==> src/hdl/etc_pkg.sv <==
// ----------------------------------------------------------------------------
// Escalator travel controller package
// Phase codes, motor bit positions and the state and sample records.
// ----------------------------------------------------------------------------
package etc_pkg;

    localparam logic [16:0] COUNTER_MOD  = 17'd65535;
    localparam logic [16:0] COUNTER_MOD2 = 17'd131070;
    localparam logic [15:0] TRAVEL_RESET = 16'd60000;

    localparam int MOT_ENABLE_BIT = 0;
    localparam int MOT_LEFT_BIT   = 1;
    localparam int MOT_RIGHT_BIT  = 2;

    localparam logic [2:0] MOT_OFF  = 3'b000;
    localparam logic [2:0] MOT_UP   = 3'b011;
    localparam logic [2:0] MOT_DOWN = 3'b101;

    typedef enum logic [2:0] {
        PH_IDLE        = 3'd0,
        PH_START_DOWN  = 3'd1,
        PH_START_UP    = 3'd2,
        PH_EMERGENCY   = 3'd3,
        PH_UP_WRAP     = 3'd4,
        PH_UP_NOWRAP   = 3'd5,
        PH_DOWN_WRAP   = 3'd6,
        PH_DOWN_NOWRAP = 3'd7
    } phase_t;

    typedef struct packed {
        phase_t      phase;
        logic [15:0] start_pos;
        logic [15:0] end_pos;
        logic [2:0]  motor;
    } ctrl_state_t;

    typedef struct packed {
        logic [15:0] position;
        logic        top_barrier;
        logic        bottom_barrier;
        logic        emergency_stop;
        logic        operate_button;
    } sample_t;

endpackage

==> src/hdl/etc_next.sv <==
// ----------------------------------------------------------------------------
// Escalator next-state logic
// Computes the controller state after one sensor sample.
// ----------------------------------------------------------------------------
module etc_next (
    input  etc_pkg::ctrl_state_t cur,
    input  etc_pkg::sample_t     smp,
    input  logic [15:0]          travel,
    output etc_pkg::ctrl_state_t nxt
);

    logic [16:0]     up_sum;
    logic [16:0]     dn_sum;
    logic [15:0]     up_end;
    logic [15:0]     dn_end;
    etc_pkg::phase_t ph;
    logic [15:0]     pos;

    // sums reach up to twice the modulus
    assign pos    = smp.position;
    assign up_sum = {1'b0, pos} + etc_pkg::COUNTER_MOD - {1'b0, travel};
    assign dn_sum = {1'b0, pos} + {1'b0, travel};
    assign up_end = (up_sum >= etc_pkg::COUNTER_MOD2) ?
                    16'(up_sum - etc_pkg::COUNTER_MOD2) :
                    (up_sum >= etc_pkg::COUNTER_MOD) ?
                    16'(up_sum - etc_pkg::COUNTER_MOD) : up_sum[15:0];
    assign dn_end = (dn_sum >= etc_pkg::COUNTER_MOD2) ?
                    16'(dn_sum - etc_pkg::COUNTER_MOD2) :
                    (dn_sum >= etc_pkg::COUNTER_MOD) ?
                    16'(dn_sum - etc_pkg::COUNTER_MOD) : dn_sum[15:0];

    always_comb
    begin
        nxt = cur;
        ph  = cur.phase;
        if (cur.phase == etc_pkg::PH_EMERGENCY && !smp.operate_button)
        begin
            nxt = cur;
        end
        else if (smp.emergency_stop)
        begin
            nxt.phase = etc_pkg::PH_EMERGENCY;
            nxt.motor = etc_pkg::MOT_OFF;
        end
        else
        begin
            if (smp.operate_button)
            begin
                ph        = etc_pkg::PH_IDLE;
                nxt.phase = etc_pkg::PH_IDLE;
                nxt.motor = etc_pkg::MOT_OFF;
            end
            case (ph)
                etc_pkg::PH_IDLE:
                begin
                    if (smp.top_barrier)
                        nxt.phase = etc_pkg::PH_START_DOWN;
                    else if (smp.bottom_barrier)
                        nxt.phase = etc_pkg::PH_START_UP;
                    nxt.motor = etc_pkg::MOT_OFF;
                end
                etc_pkg::PH_START_UP:
                begin
                    nxt.phase     = (pos < up_end) ? etc_pkg::PH_UP_WRAP
                                                   : etc_pkg::PH_UP_NOWRAP;
                    nxt.start_pos = pos;
                    nxt.end_pos   = up_end;
                    nxt.motor     = etc_pkg::MOT_UP;
                end
                etc_pkg::PH_START_DOWN:
                begin
                    nxt.phase     = (pos > dn_end) ? etc_pkg::PH_DOWN_WRAP
                                                   : etc_pkg::PH_DOWN_NOWRAP;
                    nxt.start_pos = pos;
                    nxt.end_pos   = dn_end;
                    nxt.motor     = etc_pkg::MOT_DOWN;
                end
                etc_pkg::PH_UP_WRAP:
                begin
                    if (smp.bottom_barrier)
                        nxt.phase = etc_pkg::PH_START_UP;
                    else if (pos < cur.end_pos && pos > cur.start_pos)
                        nxt.phase = etc_pkg::PH_IDLE;
                end
                etc_pkg::PH_UP_NOWRAP:
                begin
                    if (smp.bottom_barrier)
                        nxt.phase = etc_pkg::PH_START_UP;
                    else if (pos < cur.end_pos || pos > cur.start_pos)
                        nxt.phase = etc_pkg::PH_IDLE;
                end
                etc_pkg::PH_DOWN_WRAP:
                begin
                    if (smp.top_barrier)
                        nxt.phase = etc_pkg::PH_START_DOWN;
                    else if (pos > cur.end_pos && pos < cur.start_pos)
                        nxt.phase = etc_pkg::PH_IDLE;
                end
                etc_pkg::PH_DOWN_NOWRAP:
                begin
                    if (smp.top_barrier)
                        nxt.phase = etc_pkg::PH_START_DOWN;
                    else if (pos > cur.end_pos || pos < cur.start_pos)
                        nxt.phase = etc_pkg::PH_IDLE;
                end
                default:
                begin
                    nxt.phase = etc_pkg::PH_IDLE;
                end
            endcase
        end
    end

endmodule

==> src/hdl/escalator_travel_controller.sv <==
// ----------------------------------------------------------------------------
// Escalator travel controller
// Sensor samples in, motor command and phase out, one result per sample.
// ----------------------------------------------------------------------------
//  channel   dir  tdata fields (lsb up)
//  s_axis    in   operate_button, emergency_stop, bottom_barrier,
//                 top_barrier, position[15:0]; pad to 24 bits
//  m_axis    out  motor_right, motor_left, motor_enable, phase[2:0]; pad to 8
//  cfg       in   travel_distance[15:0] on cfg_we
//
//  One word per cycle sustained while m_tready is high; the input register
//  feeds the next-state logic into the state and result registers.
//  rst_n clears phase, positions, motors, valids; travel returns to 60000.
//  A stalled result holds; the input register still fills, and a
//  new word is taken once the result register frees or drains.
// ----------------------------------------------------------------------------
module escalator_travel_controller (
    input  logic        clk,
    input  logic        rst_n,
    input  logic        s_tvalid,
    output logic        s_tready,
    input  logic [23:0] s_tdata,   // operate, emergency, bottom, top, position
    output logic        m_tvalid,
    input  logic        m_tready,
    output logic [7:0]  m_tdata,   // right, left, enable, phase[2:0]
    input  logic        cfg_we,
    input  logic [15:0] cfg_data
);

    logic                 in_valid_reg;
    etc_pkg::sample_t     in_reg;
    logic                 out_valid_reg;
    logic [7:0]           out_data_reg;
    etc_pkg::ctrl_state_t state_reg;
    etc_pkg::ctrl_state_t state_next;
    logic [15:0]          travel_reg;
    logic                 advance;

    assign advance  = !out_valid_reg || m_tready;
    assign s_tready = !in_valid_reg || advance;
    assign m_tvalid = out_valid_reg;
    assign m_tdata  = out_data_reg;

    etc_next u_next (
        .cur    (state_reg),
        .smp    (in_reg),
        .travel (travel_reg),
        .nxt    (state_next)
    );

    always_ff @(posedge clk or negedge rst_n)
    begin
        if (!rst_n)
            travel_reg <= etc_pkg::TRAVEL_RESET;
        else if (cfg_we)
            travel_reg <= cfg_data;
    end

    always_ff @(posedge clk or negedge rst_n)
    begin
        if (!rst_n)
            in_valid_reg <= 1'b0;
        else if (s_tvalid && s_tready)
            in_valid_reg <= 1'b1;
        else if (advance)
            in_valid_reg <= 1'b0;
    end

    always_ff @(posedge clk)
    begin
        if (s_tvalid && s_tready)
            in_reg <= etc_pkg::sample_t'(s_tdata[19:0]);
    end

    always_ff @(posedge clk or negedge rst_n)
    begin
        if (!rst_n)
        begin
            state_reg     <= '{phase: etc_pkg::PH_IDLE, start_pos: 16'd0,
                               end_pos: 16'd0, motor: etc_pkg::MOT_OFF};
            out_valid_reg <= 1'b0;
        end
        else if (advance)
        begin
            out_valid_reg <= in_valid_reg;
            if (in_valid_reg)
                state_reg <= state_next;
        end
    end

    always_ff @(posedge clk)
    begin
        if (advance && in_valid_reg)
            out_data_reg <= {2'b00, state_next.phase,
                             state_next.motor[etc_pkg::MOT_ENABLE_BIT],
                             state_next.motor[etc_pkg::MOT_LEFT_BIT],
                             state_next.motor[etc_pkg::MOT_RIGHT_BIT]};
    end

endmodule

==> config.mk <==
export PLATFORM = sky130hd
export DESIGN_NAME = escalator_travel_controller
export DESIGN_NICKNAME = d
export VERILOG_FILES = /design/src/hdl/etc_pkg.sv /design/src/hdl/etc_next.sv /design/src/hdl/escalator_travel_controller.sv
export SDC_FILE = /design/constraint.sdc
export NUM_CORES = 1
export LEC_CHECK = 0
export ABC_AREA = 1
export BUFFER_PORTS_ARGS = -buffer_cell sky130_fd_sc_hd__buf_2
export CAP_MARGIN = 10
export CORE_AREA = 10 10 155 157
export DETAILED_ROUTE_END_ITERATION = 6
export DIE_AREA = 0 0 165 167
export PLACE_DENSITY_LB_ADDON = 0.2
export SKIP_CTS_REPAIR_TIMING = 1
export SKIP_LAST_GASP = 1
export SLEW_MARGIN = 20
export SYNTH_ARGS = -nofsm -noshare
export SYNTH_HDL_FRONTEND = slang
export SYNTH_SLANG_ARGS = --single-unit
==> constraint.sdc <==
create_clock -name clk -period 6 [get_ports clk]
set_input_delay 1.2 -clock clk [delete_from_list [all_inputs] [get_ports clk]]
set_output_delay 1.2 -clock clk [all_outputs]
set_load 0.02 [all_outputs]
==> results.py <==
metrics = {
    "setup_path": {
        "cp_max_fo": 22,
        "reg2reg_depth": 30,
        "crit_path_start_kind": "flip-flop",
        "path_delay_family": "simple AND/OR/NAND/NOR gates",
        "crit_path_start": "travel_reg[6]$_DFFE_PN1P_",
        "r2r-end": "m_tdata[3]$_DFFE_PP_",
        "slowest_delay_ns": 0.54,
        "r2r_start": "travel_reg[6]$_DFFE_PN1P_",
        "critical_path_class": "flip-flop to flip-flop",
        "cp_num_buf_inv": 2,
        "critPathSlowestCell": "dfstp_2",
        "required_ns": 6.10,
        "end_kind": "flip-flop",
        "r2r_slack_ns": 0.78,
        "cp.arrival_ns": 5.33,
        "crit_top_cell": "nand2_1",
        "cp.depth": 30,
        "timing.critical_path.to": "m_tdata[3]$_DFFE_PP_",
    },
    "global_routing": {
        "grt_overflow": 0,
        "gr-usage-all-layers_pct": 17.0,
        "grt_start_max_net_pins": 57,
        "grt_pass1_vias": 7115,
        "grt_antenna_before_repair": 0,
        "grt_pass1_wl_um": 37500,
    },
    "cells_and_area": {
        "mostFrequentLayoutCell": "nand2_1",
        "n_fill_cell": 2196,
        "stdcell_count": 1486,
        "syn2layout_area_growth_pct": 10.4,
        "drive_gt1_share_pct": 14.0,
        "finalNetCount": 1354,
        "n_antenna_cell": 0,
        "final_cell_mix": "nand2_1 (325), inv_1 (167), ha_1 (101)",
        "largest_reg_flops": 38,
    },
    "job": {
        "cap_viol_max_count": 0,
    },
    "routing": {
        "drt_iter0_markers": 560,
        "wl_met3_um": 711,
        "drt-total-wl_um": 22800,
        "first_pass_iters": 6,
        "viasPerCell": 4.96,
        "vias": 7375,
        "drt-met1-wl_um": 11000,
        "wl_per_cell_um": 15.3,
        "drc": 0,
        "ant_nets": 0,
        "topRoutingLayerUsed": "met4",
        "dr_wl_met2_um": 10600,
    },
    "sta": {
        "layout_min_cycle_time_ns": 5.22,
        "timing.final.ws_setup_ns": 0.776,
        "final_hold_viol_count": 0,
        "relSlewSlack_pct": 37.3,
        "fin_tns_setup_ns": 0,
        "setup_viol": 0,
        "holdWs_ns": 0.483,
        "fmax_ghz": 0.191,
        "fin_crit_sh_pct": 87.1,
        "slew_viol_final": 0,
        "rsz0062_at_grt": "no",
        "tightest_slew_ns": 0.940,
        "finalClockSkew_ns": 0.0135,
    },
    "power": {
        "comb_power_share_pct": 50.8,
        "finalPower_mw": 2.93,
        "power_density_nw_per_um2": 320,
        "ir_drop_mv": 0.224,
        "p_leak_nw": 4.66,
        "cellInternalPower_mw": 1.62,
        "p_switching_mw": 1.31,
        "power.share.clock_pct": 21.8,
        "seq_power_share_pct": 27.3,
        "sw_frac_of_total_pct": 44.6,
    },
    "yosys": {
        "synth_edf_count": 26,
        "yosys_warnings": 0,
        "synth_cell_types": 63,
        "synth-seq-cells": 82,
        "avgSynthCellArea_um2": 7.15,
        "ys_async_sr_fraction_pct": 68.3,
        "synthFlopType": "dfrtp_1",
        "synthCells": 1159,
        "syn_area_um2": 8290,
        "synth.yosys.seq_area_share_pct": 26.4,
    },
    "placed_design": {
        "port_buffers": 48,
        "pre_cts_slack_ns": 0.763,
        "hpwlAfterDp_um": 18200,
        "place_inst": 1470,
        "gp_congestion": 0.941,
    },
    "clocking": {
        "cts_tree": "built",
        "cts_sinks": 82,
        "cts_max_level": 3,
        "numCtsBuffers": 9,
        "insertion_delay_ns": 0.36,
        "clock-root-buffer": "clkbuf_16",
        "clockBufferDepth": 2,
        "cts.clk_slew.worst_paths_ns": 0.08,
    },
    "die": {
        "die_area_um2": 27600,
        "die_h_um": 167,
        "ios": 55,
        "die_x_um": 165,
        "start_util_pct": 39.8,
        "coreArea_um2": 20800,
        "row_count": 53,
    },
    "run_status": {
        "status": "complete, no violations",
    },
    "worst_hold_path": {
        "hp-class": "flip-flop to flip-flop",
        "hp-start": "state_reg[12]$_DFFE_PN0P_",
    },
}
routing by layer:
layer | vias to the layer above | global-route usage, %
li1 | 3851 | -
met1 | 3366 | 22.8
met2 | 133 | 27.6
met3 | 25 | 2.05
met4 | 0 | 5.39
met5 | - | 0
cells by family (layout without fill, tap and decap cells):
family	count (synthesis)	count (layout)	share of synthesized area, %
AOI/OAI and AO/OA	175	175	13.0
and+or+nand+nor	553	553	29.9
adders and majority gates	104	104	15.8
other	1	2	0.0452
buffers and inverters	208	259	10.2
xor gates and xnor gates	36	36	4.57
DFF	82	82	26.4
worst min-delay path by stage:
stage                                            to  slack [ns]  depth (start not counted)
after floorplan           state_reg[12]$_DFFE_PN0P_        0.45                          2
after global placement         m_tvalid$_DFFE_PN0P_        0.46                          2
after detailed placement  state_reg[15]$_DFFE_PN0P_        0.47                          2
after CTS                 state_reg[15]$_DFFE_PN0P_        0.48                          2
after global routing      state_reg[15]$_DFFE_PN0P_        0.51                          2
final                     state_reg[12]$_DFFE_PN0P_        0.48                          2
final cells by class:
cell class              instances  area, µm²  share of cell area [%]
multi-input cells             870       5260                    57.5
flip-flops and latches         82       2190                    23.9
well taps                     275        344                    3.76
inverters                     183        689                    7.53
clock buffers                   9        225                    2.46
repair buffers                 60        330                    3.61
clock inverters                 7        110                    1.20
power by group through the flow:
stage	clock network, mW	registers (mW)	logic (mW)
2_1_floorplan	0	0.806	1.12
3_3_place_gp	0	0.811	1.46
3_5_place_dp	0	0.814	1.48
4_1_cts	0.657	0.804	1.49
5_1_grt	0.679	0.816	1.72
6_report	0.640	0.802	1.49
stage by stage:
step           cell area, µm²  utilization [%]
2_1_floorplan            8300                -
6_report                 9150             43.9
3_5_place_dp             8820             42.3
5_1_grt                  9150             43.9
4_1_cts                  9150             43.9
3_3_place_gp             8820             42.3
cells in the mapped netlist (4+ instances only):
master      n  area share (%)
ha_1      101              15
nand2_1   325              15
nand3_2     4            0.48
xor2_2      6             1.2
nor3_1     16            0.97
o21ai_0    53             3.2
nand3_1    61             3.7
and2_1      4            0.30
clkbuf_1    8            0.36
o22ai_1     5            0.38
nor2_2      5            0.38
inv_2      14            0.63
o21ai_1    18             1.1
inv_1     167             7.6
buf_4       6            0.54
a21oi_2     7            0.74
nor3_2      4            0.48
xnor2_1     6            0.63
edfxtp_1   26             9.4
buf_2       7            0.42
o21ai_2     7            0.74
nor2_1     75             3.4
nand4_1    24             1.8
nand2_2    19             1.4
dfrtp_1    49              15
xor2_1     23             2.4
a21oi_1    59             3.6
dfstp_2     7             2.2
worst reg2reg max path: cells and delay by family, from the launching register on:
family / cells / cell delay (ns)
XOR/XNOR: 1 / 0.30
buffers and inverters: 2 / 0.13
adder cells (fa/ha/maj): 2 / 0.85
AO/OA/AOI/OAI: 6 / 0.93
flip-flops: 1 / 0.54
AND/OR/NAND/NOR: 19 / 2.20
No activity file was read; power rests on OpenSTA's default activity.
